<file path="config.mk">
export PLATFORM = sky130hd
export DESIGN_NAME = priority_schedule_times
export DESIGN_NICKNAME = d
export VERILOG_FILES = /design/src/hw/rtl/psched_pkg.sv /design/src/hw/rtl/psched_ram.sv /design/src/hw/rtl/psched_div.sv /design/src/hw/rtl/psched_ctrl.sv /design/src/hw/rtl/psched_dp.sv /design/src/hw/rtl/priority_schedule_times.sv
export SDC_FILE = /design/constraint.sdc
export NUM_CORES = 1
export LEC_CHECK = 0
export ABC_AREA = 0
export BUFFER_PORTS_ARGS = -buffer_cell sky130_fd_sc_hd__buf_2
export CORE_MARGIN = 2
export CORE_UTILIZATION = 24
export DETAILED_ROUTE_END_ITERATION = 10
export GPL_ROUTABILITY_DRIVEN = 0
export PLACE_DENSITY = 0.4
export SLEW_MARGIN = 15
export SYNTH_ARGS = -nofsm -noshare
export SYNTH_HDL_FRONTEND = slang
export SYNTH_SLANG_ARGS = --single-unit
export TNS_END_PERCENT = 50
</file>
<file path="constraint.sdc">
create_clock -name clk -period 7.4 [get_ports clk]
set_input_delay 0 -clock clk [delete_from_list [all_inputs] [get_ports clk]]
set_output_delay 0 -clock clk [all_outputs]
set_load 0.1 [all_outputs]
</file>
<file path="src/hw/rtl/psched_pkg.sv">
// Package for the priority scheduler: field widths, item structs, controller states
// and the command and status bundles between controller and datapath.
// No dependencies.
package psched_pkg;

    localparam int MAX_PROCS_DEF = 32;

    localparam int BURST_W     = 16;
    localparam int PRIO_W      = 8;
    localparam int INDEX_W     = 5;
    localparam int TIME_W      = 21;
    localparam int TOTAL_W     = 26;
    localparam int AVG_W       = 29;
    localparam int AVG_SHIFT   = 8;
    localparam int ENTRY_W     = BURST_W + PRIO_W;
    localparam int BURST_MAX   = (1 << BURST_W) - 1;

    typedef struct packed {
        logic [BURST_W-1:0] burst_time;
        logic [PRIO_W-1:0]  prio_value;
        logic               is_final;
    } in_item_t;

    typedef struct packed {
        logic [INDEX_W-1:0] proc_index;
        logic [BURST_W-1:0] proc_burst;
        logic [PRIO_W-1:0]  proc_prio;
        logic [TIME_W-1:0]  wait_time;
        logic [TIME_W-1:0]  turnaround_time;
        logic [TOTAL_W-1:0] total_wait;
        logic [TOTAL_W-1:0] total_turnaround;
        logic [AVG_W-1:0]   avg_wait_q8;
        logic [AVG_W-1:0]   avg_turnaround_q8;
        logic               overflow_flag;
        logic               last_result;
    } out_item_t;

    typedef enum logic [2:0] {
        ST_IDLE,
        ST_SCAN,
        ST_STEP,
        ST_DIVW_GO,
        ST_DIVW_WAIT,
        ST_DIVT_GO,
        ST_DIVT_WAIT
    } psched_state_t;

    typedef struct packed {
        logic load;        // store the accepted item
        logic scan_start;  // restart the minimum search
        logic scan;        // search in progress
        logic take;        // schedule the search winner
        logic div_start;   // launch a division
        logic div_sel;     // 0: waiting total, 1: turnaround total
        logic latch_avg_w; // capture the average waiting time
        logic finish;      // emit the final item and clear the batch
    } dp_cmd_t;

    typedef struct packed {
        logic scan_done;
        logic last_pos;
        logic div_done;
    } dp_status_t;

endpackage

</file>
<file path="src/hw/rtl/psched_ram.sv">
// Generic single write port, single read port RAM with registered read data.
// No dependencies.
module psched_ram #(
    parameter int WIDTH = 8,
    parameter int DEPTH = 32
) (
    input  logic                     clk,
    input  logic                     we,
    input  logic [$clog2(DEPTH)-1:0] waddr,
    input  logic [WIDTH-1:0]         wdata,
    input  logic [$clog2(DEPTH)-1:0] raddr,
    output logic [WIDTH-1:0]         rdata
);

    logic [WIDTH-1:0] mem [DEPTH];
    logic [WIDTH-1:0] rdata_reg;

    always_ff @(posedge clk)
    begin
        if (we)
        begin
            mem[waddr] <= wdata;
        end
        rdata_reg <= mem[raddr];
    end

    assign rdata = rdata_reg;

endmodule

</file>
<file path="src/hw/rtl/psched_div.sv">
// Restoring divider, one quotient bit per cycle, for the batch averages.
// No dependencies.
module psched_div #(
    parameter int DIVIDEND_W = 34,
    parameter int DIVISOR_W  = 6
) (
    input  logic                  clk,
    input  logic                  rst_n,
    input  logic                  start,
    input  logic [DIVIDEND_W-1:0] dividend,
    input  logic [DIVISOR_W-1:0]  divisor,
    output logic                  done,
    output logic [DIVIDEND_W-1:0] quotient
);

    localparam int STEP_W = $clog2(DIVIDEND_W + 1);

    logic                  run_reg, run_next;
    logic                  done_reg, done_next;
    logic [STEP_W-1:0]     step_reg, step_next;
    logic [DIVIDEND_W-1:0] quo_reg, quo_next;
    logic [DIVISOR_W-1:0]  rem_reg, rem_next;
    logic [DIVISOR_W-1:0]  dsr_reg, dsr_next;
    logic [DIVISOR_W:0]    trial;
    logic                  fits;

    // The dividend shifts out of the top of quo_reg as quotient bits shift in.
    always_comb
    begin
        trial     = {rem_reg, quo_reg[DIVIDEND_W-1]};
        fits      = (trial >= {1'b0, dsr_reg});
        run_next  = run_reg;
        done_next = 1'b0;
        step_next = step_reg;
        quo_next  = quo_reg;
        rem_next  = rem_reg;
        dsr_next  = dsr_reg;
        if (start)
        begin
            run_next  = 1'b1;
            step_next = '0;
            quo_next  = dividend;
            rem_next  = '0;
            dsr_next  = divisor;
        end
        else if (run_reg)
        begin
            rem_next  = fits ? DIVISOR_W'(trial - {1'b0, dsr_reg}) : DIVISOR_W'(trial);
            quo_next  = {quo_reg[DIVIDEND_W-2:0], fits};
            step_next = STEP_W'(step_reg + 1'b1);
            if (step_reg == STEP_W'(DIVIDEND_W - 1))
            begin
                run_next  = 1'b0;
                done_next = 1'b1;
            end
        end
    end

    always_ff @(posedge clk or negedge rst_n)
    begin
        if (!rst_n)
        begin
            run_reg  <= 1'b0;
            done_reg <= 1'b0;
            step_reg <= '0;
        end
        else
        begin
            run_reg  <= run_next;
            done_reg <= done_next;
            step_reg <= step_next;
        end
    end

    always_ff @(posedge clk)
    begin
        quo_reg <= quo_next;
        rem_reg <= rem_next;
        dsr_reg <= dsr_next;
    end

    assign done     = done_reg;
    assign quotient = quo_reg;

endmodule

</file>
<file path="src/hw/rtl/psched_ctrl.sv">
// Controller state machine for the priority scheduler.
// Depends on psched_pkg for the state type and the command and status bundles.
module psched_ctrl (
    input  logic                   clk,
    input  logic                   rst_n,
    input  logic                   start,
    input  logic                   item_final,
    input  psched_pkg::dp_status_t status,
    output psched_pkg::dp_cmd_t    cmd,
    output logic                   busy
);

    import psched_pkg::*;

    psched_state_t state_reg, state_next;

    always_ff @(posedge clk or negedge rst_n)
    begin
        if (!rst_n)
        begin
            state_reg <= ST_IDLE;
        end
        else
        begin
            state_reg <= state_next;
        end
    end

    always_comb
    begin
        state_next = state_reg;
        cmd        = '0;
        busy       = 1'b1;
        case (state_reg)
            ST_IDLE:
            begin
                busy = 1'b0;
                if (start)
                begin
                    cmd.load = 1'b1;
                    if (item_final)
                    begin
                        cmd.scan_start = 1'b1;
                        state_next     = ST_SCAN;
                    end
                end
            end
            ST_SCAN:
            begin
                cmd.scan = 1'b1;
                if (status.scan_done)
                begin
                    state_next = ST_STEP;
                end
            end
            ST_STEP:
            begin
                cmd.take = 1'b1;
                if (status.last_pos)
                begin
                    state_next = ST_DIVW_GO;
                end
                else
                begin
                    cmd.scan_start = 1'b1;
                    state_next     = ST_SCAN;
                end
            end
            ST_DIVW_GO:
            begin
                cmd.div_start = 1'b1;
                state_next    = ST_DIVW_WAIT;
            end
            ST_DIVW_WAIT:
            begin
                if (status.div_done)
                begin
                    cmd.latch_avg_w = 1'b1;
                    state_next      = ST_DIVT_GO;
                end
            end
            ST_DIVT_GO:
            begin
                cmd.div_start = 1'b1;
                cmd.div_sel   = 1'b1;
                state_next    = ST_DIVT_WAIT;
            end
            ST_DIVT_WAIT:
            begin
                cmd.div_sel = 1'b1;
                if (status.div_done)
                begin
                    cmd.finish = 1'b1;
                    state_next = ST_IDLE;
                end
            end
            default:
            begin
                state_next = ST_IDLE;
            end
        endcase
    end

endmodule

</file>
<file path="src/hw/rtl/psched_dp.sv">
// Datapath for the priority scheduler: process store, minimum search, prefix sums,
// divider and result register. Depends on psched_pkg, psched_ram and psched_div.
module psched_dp #(
    parameter int MAX_PROCS = psched_pkg::MAX_PROCS_DEF
) (
    input  logic                   clk,
    input  logic                   rst_n,
    input  psched_pkg::in_item_t   item,
    input  psched_pkg::dp_cmd_t    cmd,
    output psched_pkg::dp_status_t status,
    output logic                   result_valid,
    output psched_pkg::out_item_t  result
);

    import psched_pkg::*;

    localparam int IW = $clog2(MAX_PROCS);
    localparam int CW = $clog2(MAX_PROCS + 1);
    localparam int KW = PRIO_W + IW;
    localparam int PW = $clog2(MAX_PROCS * BURST_MAX + 1);
    localparam int SW = $clog2(MAX_PROCS * (MAX_PROCS + 1) / 2 * BURST_MAX + 1);
    localparam int DW = SW + AVG_SHIFT;

    // Control state
    logic [CW-1:0] cnt_reg, cnt_next;
    logic          ovf_reg, ovf_next;
    logic [CW-1:0] j_reg, j_next;
    logic          pend_reg, pend_next;
    logic          best_valid_reg, best_valid_next;
    logic          have_last_reg, have_last_next;
    logic [CW-1:0] pos_reg, pos_next;
    logic [PW-1:0] pre_reg, pre_next;
    logic [SW-1:0] sum_w_reg, sum_w_next;
    logic [SW-1:0] sum_t_reg, sum_t_next;
    logic          valid_reg, valid_next;

    // Payload state
    logic [IW-1:0]      pidx_reg, pidx_next;
    logic [KW-1:0]      best_key_reg, best_key_next;
    logic [BURST_W-1:0] best_burst_reg, best_burst_next;
    logic [KW-1:0]      last_key_reg, last_key_next;
    out_item_t          res_reg, res_next;

    logic               wr_en;
    logic               rd_en;
    logic [ENTRY_W-1:0] rdata;
    logic [BURST_W-1:0] rd_burst;
    logic [PRIO_W-1:0]  rd_prio;
    logic [KW-1:0]      cand_key;
    logic               above_last;
    logic               below_best;
    logic [PW-1:0]      turn;
    logic               last_pos;
    logic [DW-1:0]      div_dividend;
    logic               div_done;
    logic [DW-1:0]      div_quotient;

    assign wr_en = cmd.load && (cnt_reg < CW'(MAX_PROCS));
    assign rd_en = cmd.scan && (j_reg < cnt_reg);

    psched_ram #(
        .WIDTH(ENTRY_W),
        .DEPTH(MAX_PROCS)
    ) u_store (
        .clk  (clk),
        .we   (wr_en),
        .waddr(cnt_reg[IW-1:0]),
        .wdata({item.burst_time, item.prio_value}),
        .raddr(j_reg[IW-1:0]),
        .rdata(rdata)
    );

    assign div_dividend = cmd.div_sel ? {sum_t_reg, AVG_SHIFT'(0)} : {sum_w_reg, AVG_SHIFT'(0)};

    psched_div #(
        .DIVIDEND_W(DW),
        .DIVISOR_W (CW)
    ) u_div (
        .clk     (clk),
        .rst_n   (rst_n),
        .start   (cmd.div_start),
        .dividend(div_dividend),
        .divisor (cnt_reg),
        .done    (div_done),
        .quotient(div_quotient)
    );

    assign rd_burst   = rdata[ENTRY_W-1:PRIO_W];
    assign rd_prio    = rdata[PRIO_W-1:0];
    assign cand_key   = {rd_prio, pidx_reg};
    assign above_last = !have_last_reg || (cand_key > last_key_reg);
    assign below_best = !best_valid_reg || (cand_key < best_key_reg);
    assign turn       = PW'(pre_reg + PW'(best_burst_reg));
    assign last_pos   = (CW'(pos_reg + CW'(1)) == cnt_reg);

    assign status.scan_done = (j_reg == cnt_reg) && !pend_reg;
    assign status.last_pos  = last_pos;
    assign status.div_done  = div_done;

    always_comb
    begin
        cnt_next        = cnt_reg;
        ovf_next        = ovf_reg;
        j_next          = j_reg;
        pend_next       = rd_en;
        pidx_next       = j_reg[IW-1:0];
        best_valid_next = best_valid_reg;
        best_key_next   = best_key_reg;
        best_burst_next = best_burst_reg;
        have_last_next  = have_last_reg;
        last_key_next   = last_key_reg;
        pos_next        = pos_reg;
        pre_next        = pre_reg;
        sum_w_next      = sum_w_reg;
        sum_t_next      = sum_t_reg;
        valid_next      = 1'b0;
        res_next        = res_reg;

        if (cmd.load)
        begin
            if (wr_en)
            begin
                cnt_next = CW'(cnt_reg + CW'(1));
            end
            else
            begin
                ovf_next = 1'b1;
            end
        end

        if (rd_en)
        begin
            j_next = CW'(j_reg + CW'(1));
        end

        // Keep the smallest (priority, arrival index) key above the last one taken.
        if (pend_reg && above_last && below_best)
        begin
            best_valid_next = 1'b1;
            best_key_next   = cand_key;
            best_burst_next = rd_burst;
        end

        if (cmd.take)
        begin
            have_last_next = 1'b1;
            last_key_next  = best_key_reg;
            pos_next       = CW'(pos_reg + CW'(1));
            pre_next       = turn;
            sum_w_next     = SW'(sum_w_reg + SW'(pre_reg));
            sum_t_next     = SW'(sum_t_reg + SW'(turn));

            res_next.proc_index        = INDEX_W'(best_key_reg[IW-1:0]);
            res_next.proc_burst        = best_burst_reg;
            res_next.proc_prio         = best_key_reg[KW-1:IW];
            res_next.wait_time         = TIME_W'(pre_reg);
            res_next.turnaround_time   = TIME_W'(turn);
            res_next.total_wait        = last_pos ? TOTAL_W'(sum_w_next) : '0;
            res_next.total_turnaround  = last_pos ? TOTAL_W'(sum_t_next) : '0;
            res_next.avg_wait_q8       = '0;
            res_next.avg_turnaround_q8 = '0;
            res_next.overflow_flag     = ovf_reg;
            res_next.last_result       = 1'b0;
            valid_next                 = !last_pos;
        end

        if (cmd.scan_start)
        begin
            j_next          = '0;
            pend_next       = 1'b0;
            best_valid_next = 1'b0;
        end

        if (cmd.latch_avg_w)
        begin
            res_next.avg_wait_q8 = AVG_W'(div_quotient);
        end

        if (cmd.finish)
        begin
            res_next.avg_turnaround_q8 = AVG_W'(div_quotient);
            res_next.last_result       = 1'b1;
            valid_next                 = 1'b1;
            cnt_next                   = '0;
            ovf_next                   = 1'b0;
            have_last_next             = 1'b0;
            pos_next                   = '0;
            pre_next                   = '0;
            sum_w_next                 = '0;
            sum_t_next                 = '0;
        end
    end

    always_ff @(posedge clk or negedge rst_n)
    begin
        if (!rst_n)
        begin
            cnt_reg        <= '0;
            ovf_reg        <= 1'b0;
            j_reg          <= '0;
            pend_reg       <= 1'b0;
            best_valid_reg <= 1'b0;
            have_last_reg  <= 1'b0;
            pos_reg        <= '0;
            pre_reg        <= '0;
            sum_w_reg      <= '0;
            sum_t_reg      <= '0;
            valid_reg      <= 1'b0;
        end
        else
        begin
            cnt_reg        <= cnt_next;
            ovf_reg        <= ovf_next;
            j_reg          <= j_next;
            pend_reg       <= pend_next;
            best_valid_reg <= best_valid_next;
            have_last_reg  <= have_last_next;
            pos_reg        <= pos_next;
            pre_reg        <= pre_next;
            sum_w_reg      <= sum_w_next;
            sum_t_reg      <= sum_t_next;
            valid_reg      <= valid_next;
        end
    end

    always_ff @(posedge clk)
    begin
        pidx_reg       <= pidx_next;
        best_key_reg   <= best_key_next;
        best_burst_reg <= best_burst_next;
        last_key_reg   <= last_key_next;
        res_reg        <= res_next;
    end

    assign result_valid = valid_reg;
    assign result       = res_reg;

    // A search always finds a process that has not yet been scheduled.
    assert property (@(posedge clk) disable iff (!rst_n) cmd.take |-> best_valid_reg)
        else $error("scheduling step without a search winner");

    assert property (@(posedge clk) disable iff (!rst_n) cnt_reg <= CW'(MAX_PROCS))
        else $error("process count beyond capacity");

    assert property (@(posedge clk) disable iff (!rst_n) result_valid |=> !result_valid)
        else $error("result strobes in adjacent cycles");

endmodule

</file>
<file path="src/hw/rtl/priority_schedule_times.sv">
// Top level of the non-preemptive priority scheduler.
// Depends on psched_pkg, psched_ctrl and psched_dp.
//
//  Channel   Handshake                  Payload
//  --------  -------------------------  --------------------------------------
//  input     start, busy (out)          item   : psched_pkg::in_item_t
//  result    result_valid (out)         result : psched_pkg::out_item_t
//
// An item that is not final is loaded and busy stays low.
// After the final item of a batch the block is busy while the minimum search
// and the bit-serial divider for the two averages run; the search reads the
// process store one entry a cycle for every scheduled position. The batch
// totals are SW bits wide, 26 at 32 processes. Reset clears the batch count,
// the overflow mark and the running sums; the process store itself is not
// cleared, since only entries of the current batch are ever read. The receiver
// cannot stall: each result is shown for exactly one cycle under result_valid,
// and the last one of a batch carries the totals and averages.
module priority_schedule_times #(
    parameter int MAX_PROCS = psched_pkg::MAX_PROCS_DEF
) (
    input  logic                  clk,
    input  logic                  rst_n,
    input  logic                  start,
    output logic                  busy,
    input  psched_pkg::in_item_t  item,
    output logic                  result_valid,
    output psched_pkg::out_item_t result
);

    import psched_pkg::*;

    dp_cmd_t    cmd;
    dp_status_t status;

    // The controller sequences load, search, scheduling step and the two
    // divisions; the datapath holds the store and all arithmetic.
    psched_ctrl u_ctrl (
        .clk       (clk),
        .rst_n     (rst_n),
        .start     (start),
        .item_final(item.is_final),
        .status    (status),
        .cmd       (cmd),
        .busy      (busy)
    );

    psched_dp #(
        .MAX_PROCS(MAX_PROCS)
    ) u_dp (
        .clk         (clk),
        .rst_n       (rst_n),
        .item        (item),
        .cmd         (cmd),
        .status      (status),
        .result_valid(result_valid),
        .result      (result)
    );

    // The final item of a batch is shown only once the block is ready again.
    assert property (@(posedge clk) disable iff (!rst_n)
        result_valid && result.last_result |-> !busy)
        else $error("final item shown while the block is still busy");

endmodule
</file>
==> Yosys cells after proc, flatten, opt, wreduce, memory -nomap -nowiden <==
Memory sizes are Yosys's and may differ from the RTL's. A register that Yosys moved wholly into a read port is not among the register bits.
Cells that the tools add are included.
{ "word_totals": {"regBits": 383, "latchBits": 0, "ramBits": 768, "mem_bits_ro": 0, "input_bits": 28, "out_inout_bits": 185, "word_cells": 146, "mem_count": 1} }
{ "mem_list": {"columns": ["memory", "words", "word_bits", "rd", "rd_ports_with_merged_regs", "write_ports", "line", "rtl"], "rows": [
  ["u_dp.u_store.mem", 32, 24, 1, 1, 1, "psched_ram.sv:15", "logic [WIDTH-1:0] mem [DEPTH];"]
]} }
{ "op_classes": {"add_sub_neg": 8, "mul": 0, "div": 0, "magnitude_cmp": 5, "n_eq_ne": 15, "n_shift": 0, "mux": 60, "bitwise": 0, "n_reduce_logical": 24} }
{ "op_table": {"columns": ["op", "n"], "rows": [
  ["two-way mux 26 bit", 4],
  ["two-way mux 34 bit", 3],
  ["two-way mux 6 bit", 10],
  ["two-way mux 60 bit", 1],
  ["two-way mux 29 bit", 2],
  ["adder 26 x 21 -> 26 bit", 2],
  ["two-way mux 21 bit", 2],
  ["two-way mux 1 bit", 29],
  ["adder 6 x 1 -> 6 bit, second input constant", 4],
  ["adder 21 x 16 -> 21 bit", 1],
  ["one-hot mux 3 bit (7 select lines)", 1],
  ["two-way mux 3 bit", 5],
  ["nonzero test 2 bit", 7],
  ["greater-than comparator 13 bit", 1],
  ["less-than comparator 13 bit", 1],
  ["equality test 6 bit", 2],
  ["equality test 3 bit, second input constant", 3],
  ["!= test 2 bit, second input constant", 4],
  [">= comparator 7 x 6 -> 1 bit", 1],
  ["equality test 3 x 2 -> 1 bit, second input constant", 2],
  ["equality test 6 bit, second input constant", 1],
  ["less-than comparator 6 bit", 1],
  ["less-than comparator 6 bit, second input constant", 1],
  ["subtractor 6 bit", 1],
  ["other kinds (11)", 23]
]} }

==> Longest topological paths before layout <==
Gate-level depths: netlist of the first run.
{ "logic_depth": {"depth_word": 7, "ltp_mapped": 18} }

==> Hierarchy <==
A second synthesis of the first run with hierarchy kept.
{ "unflattened": {"hier_cells": 3262, "hier_area_um2": 48808.1} }
{ "modules_own_cells": {"columns": ["mod", "instances", "cells_per_inst", "area_each_um2", "seq_area_each_um2"], "rows": [
  ["psched_ram", 1, 1711, 30483.0, 23542.6],
  ["psched_dp", 1, 1328, 15483.6, 8858.5],
  ["psched_div", 1, 188, 2555.0, 1521.5],
  ["psched_ctrl", 1, 35, 286.5, 75.1]
]} }

==> Worst setup path after synthesis of the first run <==
No wires, ideal clock.
{ "synth_timing": {"path_type": "register to register", "from": "reg u_ctrl.state_reg[1]", "to": "reg u_dp.last_key_reg[10] (enable)", "arrival_ns": 4.961, "path_slack_ns": 1.903, "path_stages_with_launch": 8, "n_path_buf": 4, "period_less_slack_ns": 5.497, "path_cell_list": "dfrtp_1 -> buf_2 -> nand2b_1 -> or2_2 -> buf_2 -> clkinv_1 -> clkbuf_1 -> buf_1"} }
{ "synth_between": {"elab_chain_len": 2} }
{ "synth_rtl": {"columns": ["element", "line", "rtl"], "rows": [
  ["from (decl)", "psched_ctrl.sv:15", "psched_state_t state_reg, state_next;"],
  ["from (signal assigned)", "psched_ctrl.sv:25", "state_reg <= state_next;"],
  ["equality test 3 x 2 -> 1 bit", "psched_ctrl.sv:34", "case (state_reg)"],
  ["two-way mux 1 bit", "psched_ctrl.sv:34", null],
  ["to (signal assigned)", "psched_dp.sv:231", "last_key_reg <= last_key_next;"],
  ["to (decl)", "psched_dp.sv:41", "logic [KW-1:0] last_key_reg, last_key_next;"]
]} }
Every way passes these cells.
A chain may end at the register's enable or synchronous reset.

==> Worst setup path in the final report of the first run <==
{ "layout_timing": {"from": "reg u_dp.pre_reg[4]", "to": "reg u_dp.res_reg, in the netlist u_dp.result[83] (data pin)"} }
{ "layout_between": {"elab_chain_len": 2} }
{ "layout_rtl": {"columns": ["element", "line", "rtl"], "rows": [
  ["from (decl)", "psched_dp.sv:32", "logic [PW-1:0] pre_reg, pre_next;"],
  ["from (signal assigned)", "psched_dp.sv:219", "pre_reg <= pre_next;"],
  ["adder 21 x 16 -> 21 bit", "psched_dp.sv:93", "assign turn = PW'(pre_reg + PW'(best_burst_reg));"],
  ["named net u_dp.turn[14]", "psched_dp.sv:52", "logic [PW-1:0] turn;"],
  ["adder 26 x 21 -> 26 bit", "psched_dp.sv:151", "sum_t_next = SW'(sum_t_reg + SW'(turn));"],
  ["to (signal assigned)", "psched_dp.sv:232", "res_reg <= res_next;"],
  ["to (decl)", "psched_dp.sv:42", "out_item_t res_reg, res_next;"]
]} }
The timed path passes the listed nets, and every way through them passes these cells.

==> run summary, run 1 <==
Clock Path Buffers: 3
Mapped Cells: 2617
Largest net degree at the start of global routing: 105
Worst hold stages: 4
Antenna-violating nets left: 0
Warnings, synthesis: 0
Crit path time final: 4.82 ns
Status: completed
Worst endpoint data arrival time: 5.30 ns
Ys flop type: edfxtp_1
P&R area growth vs syn: 19.3%
Fmax: 208 MHz
CTS H-tree lvls: 4
Slew @ Worst Pin: 1.13 ns
Later-pin clock latency in the skew report: 0.76 ns
Die width: 448 um
Initial core utilization: 0.241
Highest Signal Layer: met5
GRT Residual Overflow: 0
Peak supply drop: 0.233 mV
RSZ-0062 raised after global routing: no
Fin Setup TNS: 0 ns
Top reg by flops: u_dp.u_store.mem
Met1 Wirelength: 64.2 mm
1st-iter DRT viols: 1902
Final Hold Viols: 0
Core footprint: 197000 um^2
Cell at the root of the clock tree: clkbuf_16
Share of layout cells above drive strength 1: 0.256
Async S/R FF share, synth: 0.0921
CP Cell Sequence: ha_1, inv_2, o41ai_2, a311oi_1, nor3_2, a21oi_1, o21bai_1, xor2_1, ha_1, a21oi_1, o21ai_0, a311oi_1, a31oi_2, nand3_1, xor2_1, nor2_1
Data required, critical path: 7.88 ns
Crit share post-route: 0.651
Remaining DRCs: 0
Post-synthesis cell type count: 70
Drt pass-1 iters: 6
CTS tree: done
Worst Path Max Fanout: 6
Vias in the first global route: 25358
Worst reg-to-reg path cell count: 16
CTS Buf Count: 131
Final Non-Filler Cells: 5678
Hold EP: u_dp.ovf_reg
Pwr/cell area: 242 nW/um^2
Vias per cell: 4.39
# IOs: 213
# nets final: 3066
Met3 wire len: 5.30 mm
Reg2reg end: u_dp.result[83]
Row cnt: 163
Die area: 201000 um^2
Slowest CP cell: o41ai_2
Post-DP HPWL: 82.8 mm
Nature of the critical path startpoint: flop
First-pass GRT wire length: 197 mm
Post-synthesis sequential area ratio: 0.718
Min-delay worst type: input pin to flop
Vias: 24937
Reg clk slew, reported paths: 0.06 ns
Most frequent cells in the layout: 1019 x edfxtp_1, 240 x mux4_2, 211 x buf_2
Relative slew slack: 0.243
Clk_skew: 0.0248 ns
Port bufs: 212
Syn_area_per_cell: 18.1 um^2
Commonest non-fill, non-tap cell in the layout: edfxtp_1
Post-synth EDFFs: 1019
Max_cap viols: 0
Max reg flops: 768
Worst path max stage delay: 0.52 ns
Post-Route WL: 140 mm
# setup viols final: 0
R2r setup slk: 2.58 ns
Hold Startpoint: start
Pins Over Slew Limit: 0
Die Y-Extent: 448 um
Crit Reg-Reg Startpoint: u_dp.pre_reg[4]
Sink Count: 1162
Leak pwr: 18.9 nW
Crit path capture type: flop
Met2 Wirelength: 67.6 mm
Crit path kind: flop to flop
Yosys reg bits: 1162
DR WL/cell: 24.6 um
Mapped Area: 47400 um^2
Initial antenna violation count: 10
GRT Resource Usage Total: 0.138
Post-synth net total: 2753
Placed insts: 5408
==> cell usage after synthesis, types with 6 or more instances <==
cell type | count | area share
o31ai_1 | 8 | 0.0013
a211oi_1 | 10 | 0.0016
or2_2 | 6 | 0.00079
inv_1 | 63 | 0.0050
ha_1 | 104 | 0.027
o21bai_1 | 8 | 0.0013
mux4_2 | 240 | 0.11
nand2b_1 | 11 | 0.0015
a21oi_1 | 81 | 0.0086
nand4_1 | 13 | 0.0017
o21a_1 | 7 | 0.0011
and2_1 | 95 | 0.013
buf_1 | 6 | 0.00048
edfxtp_1 | 1019 | 0.65
mux2i_1 | 31 | 0.0066
xnor2_1 | 53 | 0.0098
nand3_1 | 26 | 0.0027
dfrtp_1 | 107 | 0.057
o21ai_0 | 90 | 0.0095
o211ai_1 | 6 | 0.00095
a22o_1 | 52 | 0.0096
nand2_1 | 107 | 0.0085
clkbuf_1 | 85 | 0.0067
nor3_1 | 16 | 0.0017
xor2_1 | 39 | 0.0072
or3_1 | 13 | 0.0017
and3_1 | 7 | 0.00092
dfxtp_1 | 36 | 0.015
buf_2 | 21 | 0.0022
a31oi_1 | 8 | 0.0011
nor2_1 | 104 | 0.0082
mux2_2 | 25 | 0.0059
a21o_1 | 44 | 0.0070
nor2b_1 | 19 | 0.0025
==> per-layer routing <==
metal  GRT usage  vias to the layer above
met2       0.227                      571
met1       0.192                    13176
li1            -                    11011
met3      0.0215                      175
met5           0                        -
met4      0.0334                        4
==> how the worst max path moves through the flow <==
stage | slack, ns | to | from
after CTS | 2.59 | u_dp.result[83] | u_dp.pre_reg[4]
final | 2.58 | u_dp.result[83] | u_dp.pre_reg[4]
after global placement | 2.62 | u_dp.result[83] | u_dp.pre_reg[0]
after global routing | 2.16 | u_dp.result[83] | u_dp.pre_reg[6]
after floorplan | 1.90 | u_dp.last_key_reg[10] | u_ctrl.state_reg[1]
after detailed placement | 2.61 | u_dp.result[83] | u_dp.pre_reg[0]
==> cell families after synthesis <==
family	Yosys count	synth area share
AO/OA/AOI/OAI	351	0.0494
XOR/XNOR	92	0.0170
adder cells (fa/ha/maj)	108	0.0292
buffers and inverters	182	0.0154
flip-flops	1162	0.718
multiplexers	296	0.127
AND/OR/NAND/NOR	426	0.0444
==> power breakdown <==
part | leakage (nW) | total (mW) | internal [mW] | switching, mW
registers | 10.5 | 7.10 | 7.10 | 0
clock network | 2.06 | 6.45 | 3.73 | 2.72
logic | 6.38 | 0.0924 | 0.0171 | 0.0753
total | 18.9 | 13.6 | 10.9 | 2.79
==> area by class of cell <==
cell class / count / area [um^2]
well taps: 2640 / 3300
inverters: 67 / 259
fillers: 19644 / 140000
flip-flops and latches: 1162 / 34000
diodes: 2 / 5.00
repair buffers: 295 / 1820
multi-input cells: 1273 / 12900
clock buffers: 177 / 3670
clock inverters: 62 / 553
==> through the flow <==
step	power, mW	area, um^2	worst slack (ns)	utilization	hold slack [ns]
5_1_grt	14.1	56500	2.16	0.287	0.182
6_report	13.6	56500	2.58	0.287	0.159
3_5_place_dp	7.32	52000	2.61	0.264	0.0599
2_1_floorplan	7.24	47400	1.90	-	-0.296
4_1_cts	13.8	56500	2.59	0.287	0.112
3_3_place_gp	7.32	52000	2.62	0.264	0.0665
==> what timing repair did <==
| action | in CTS | in global routing |
|---|---|---|
| hold buffers | 29 | 0 |
| resized for setup | 0 | 0 |
| buffers inserted | 0 | 0 |
| endpoints found under the hold margin | 832 | 0 |
==> critical path: cells and delay by family, from the launching register on <==
family	cells	cell delay, ns
simple gates	3	0.70
buf+inv	1	0.06
xor+xnor	2	0.48
fa+ha+maj	2	0.79
flops	1	0.42
compound gates	8	2.08
Power figures use the tool's default switching activity.
==> inputs of run 2 (changes only) <==
- clock period: 7.4 -> 4.6 ns (I/O delays scaled with it)
==> run 2 against run 1 <==
Maximum frequency is 10% higher. Global-route usage is 0.16 points higher. Clock skew is 0.022 ns higher. Routed wire length is 1.2% higher. First-iteration DRC count is 7.5% lower. Sequential power is 61% higher. Critical path depth is 2 higher. Flip-flop and latch count stayed put.
==> run summary, run 2 (synthesized netlist as in run 1, its figures left out) <==
Crit path time final: 4.37 ns (-0.450 ns)
Area occupied by multi-input gates: 13000 um^2 (+0.55%)
Max_cap viols: 0 (unchanged)
Finished Cell Area: 57300 um^2 (+1.3%)
Die Y-Extent: 448 um (unchanged)
Most frequent cells in the layout: 1019 x edfxtp_1, 240 x mux4_2, 211 x buf_2
Post-DP HPWL: 88.7 mm (+7.1%)
Relative slew slack: 0.311 (+0.0678)
Fillers: 19624 (-0.10%)
GRT Residual Overflow: 0 (unchanged)
Pins Over Slew Limit: 0 (unchanged)
CTS Buf Count: 131 (unchanged)
Initial antenna violation count: 9 (-1)
Antenna-violating nets left: 0 (unchanged)
First-pass GRT wire length: 200 mm (+1.1%)
Vias in the first global route: 25878 (+2.1%)
Final Non-Filler Cells: 5745 (+1.2%)
Worst Path Max Fanout: 5 (-1)
Drt pass-1 iters: 5 (-1)
Die width: 448 um (unchanged)
Worst path max stage delay: 0.45 ns (-0.07 ns)
Peak supply drop: 0.387 mV (+66%)
Cell at the root of the clock tree: clkbuf_16
Total Power: 21.9 mW (+60%)
CTS H-tree lvls: 4 (unchanged)
Max reg flops: 768 (unchanged)
Share of layout cells above drive strength 1: 0.274 (+0.0189)
Remaining DRCs: 0 (unchanged)
Crit share post-route: 0.950 (+0.299)
Core Util, Final: 0.291 (+0.00377)
Largest net degree at the start of global routing: 91 (-13%)
WP buf/inv: 1 (unchanged)
Fin Setup TNS: 0 ns (unchanged)
CTS tree: done
Cell area after placement: 52700 um^2 (+1.3%)
DR WL/cell: 24.6 um (about the same)
Vias: 25006 (+0.28%)
# IOs: 213 (unchanged)
Vias per cell: 4.35 (-0.89%)
Crit path kind: flop to flop
CP Cell Sequence: ha_1, a21o_1, a21oi_2, o21bai_1, a2111oi_1, or3_1, o21ai_0, xor2_1, ha_1, buf_4, a21o_1, a21oi_1, o21ai_0, a211o_1, a21oi_2, o22a_1, xor2_1, nor2_1
Row cnt: 163 (unchanged)
P&R area growth vs syn: 20.9%
Sequential cell area: 34000 um^2 (unchanged)
Fin Hold WS: 0.149 ns (-0.0106 ns)
Power share of the sequential group: 0.522 (+0.002)
Pre-CTS setup slack: 0.00915 ns (-2.60 ns)
Worst Slack Setup Final: 0.230 ns (-2.35 ns)
CP delay by family, top: compound AO/OA/AOI/OAI gates
Top reg by flops: u_dp.u_store.mem
Initial core utilization: 0.241 (unchanged)
Cell-internal power: 17.4 mW (+60%)
Reg clk slew, reported paths: 0.06 ns (about the same)
Fmax: 229 MHz (+10%)
Switch share: 0.204 (-0.000519)
Worst endpoint data arrival time: 4.87 ns (-0.43 ns)
Post-Route WL: 141 mm (+1.2%)
Logic pwr share: 0.007 (about the same)
Clk pwr share: 0.471 (-0.002)
Clock Path Buffers: 3 (unchanged)
1st-iter DRT viols: 1760 (-7.5%)
Commonest non-fill, non-tap cell in the layout: edfxtp_1
Nature of the critical path startpoint: flop
Sink Count: 1162 (unchanged)
Clk_skew: 0.0473 ns (+0.0224 ns)
Slowest CP cell: edfxtp_1
# setup viols final: 0 (unchanged)
Data required, critical path: 5.10 ns (-2.78 ns)
Reported net switching power: 4.47 mW (+60%)
Status: completed
GRT Resource Usage Total: 0.140 (+0.00164)
Slew @ Worst Pin: 1.03 ns (-0.0945 ns)
Pwr/cell area: 382 nW/um^2 (+58%)
Port bufs: 212 (unchanged)
# nets final: 3137 (+2.3%)
Later-pin clock latency in the skew report: 0.78 ns (+0.02 ns)
Die area: 201000 um^2 (unchanged)
Placed insts: 5477 (+1.3%)
Core footprint: 197000 um^2 (unchanged)
Min-delay worst type: input pin to flop
Crit path capture type: flop
Final Hold Viols: 0 (unchanged)
Leak pwr: 19.3 nW (+2.1%)
run 2: cell count changes in the layout (fill, tap and decap cells not counted), moves of 3 or more:
cell,delta
clkinv_1,-11
inv_6,-4
buf_4,+57
clkbuf_1,+10
a21oi_1,-3
buf_12,+14
run 2: layer usage:
metal  share of wire  vias to the layer above  GRT usage
met1            0.45                    13187      0.186
met3           0.035                      162     0.0233
met5         0.00015                        -          0
met2            0.50                      510      0.238
met4           0.019                        4     0.0332
li1                -                    11143          -
run 2: power by group through the flow:
stage               sequential, mW  combinational, mW  clock [mW]
floorplan                     11.6           0.000332           0
global placement              11.6              0.133           0
detailed placement            11.6              0.134           0
CTS                           11.4              0.159        10.6
global route                  11.4              0.174        11.1
finish                        11.4              0.151        10.3
run 2: repair_timing:
action	in CTS	in global routing
endpoints found under the setup margin	0	21
gates resized for setup	0	13
hold buffers	29	0
buffers inserted	0	2
endpoints found under the hold margin	850	0
run 2: path summary, 6_finish.rpt:
path | startpoint | to | slack, ns | cells after the start
max | u_dp.best_burst_reg[1] | u_dp.result[84] | 0.23 | 18
min | start | u_dp.ovf_reg | 0.15 | 4
max reg2reg | u_dp.best_burst_reg[1] | u_dp.result[84] | 0.23 | 18
min reg2reg | u_dp.u_store.rdata[23] | u_dp.best_burst_reg[15] | 0.39 | 0
max in group asynchronous | rst_n | u_dp.sum_w_reg[7] | 3.74 | 4
min in group asynchronous | rst_n | u_dp.sum_w_reg[24] | 0.41 | 4
run 2: worst register-to-register path, stage by stage, from the launching register on:
cell and delay, ns:
edfxtp_1 0.45, ha_1 0.33, a21o_1 0.17, a21oi_2 0.16, o21bai_1 0.11, a2111oi_1 0.39
or3_1 0.18, o21ai_0 0.09, xor2_1 0.24, ha_1 0.29, buf_4 0.16, a21o_1 0.17
a21oi_1 0.23, o21ai_0 0.13, a211o_1 0.30, a21oi_2 0.26, o22a_1 0.26, xor2_1 0.15
nor2_1 0.05
run 2: layout make-up:
| cell class | count | share of cell area |
|---|---|---|
| Antenna cell | 1 | 0.0000437 |
| Inverter | 67 | 0.00452 |
| Sequential cell | 1162 | 0.594 |
| Multi-Input combinational cell | 1273 | 0.226 |
| Clock buffer | 188 | 0.0653 |
| Tap cell | 2640 | 0.0577 |
| Clock inverter | 48 | 0.00776 |
| Timing Repair Buffer | 366 | 0.0441 |
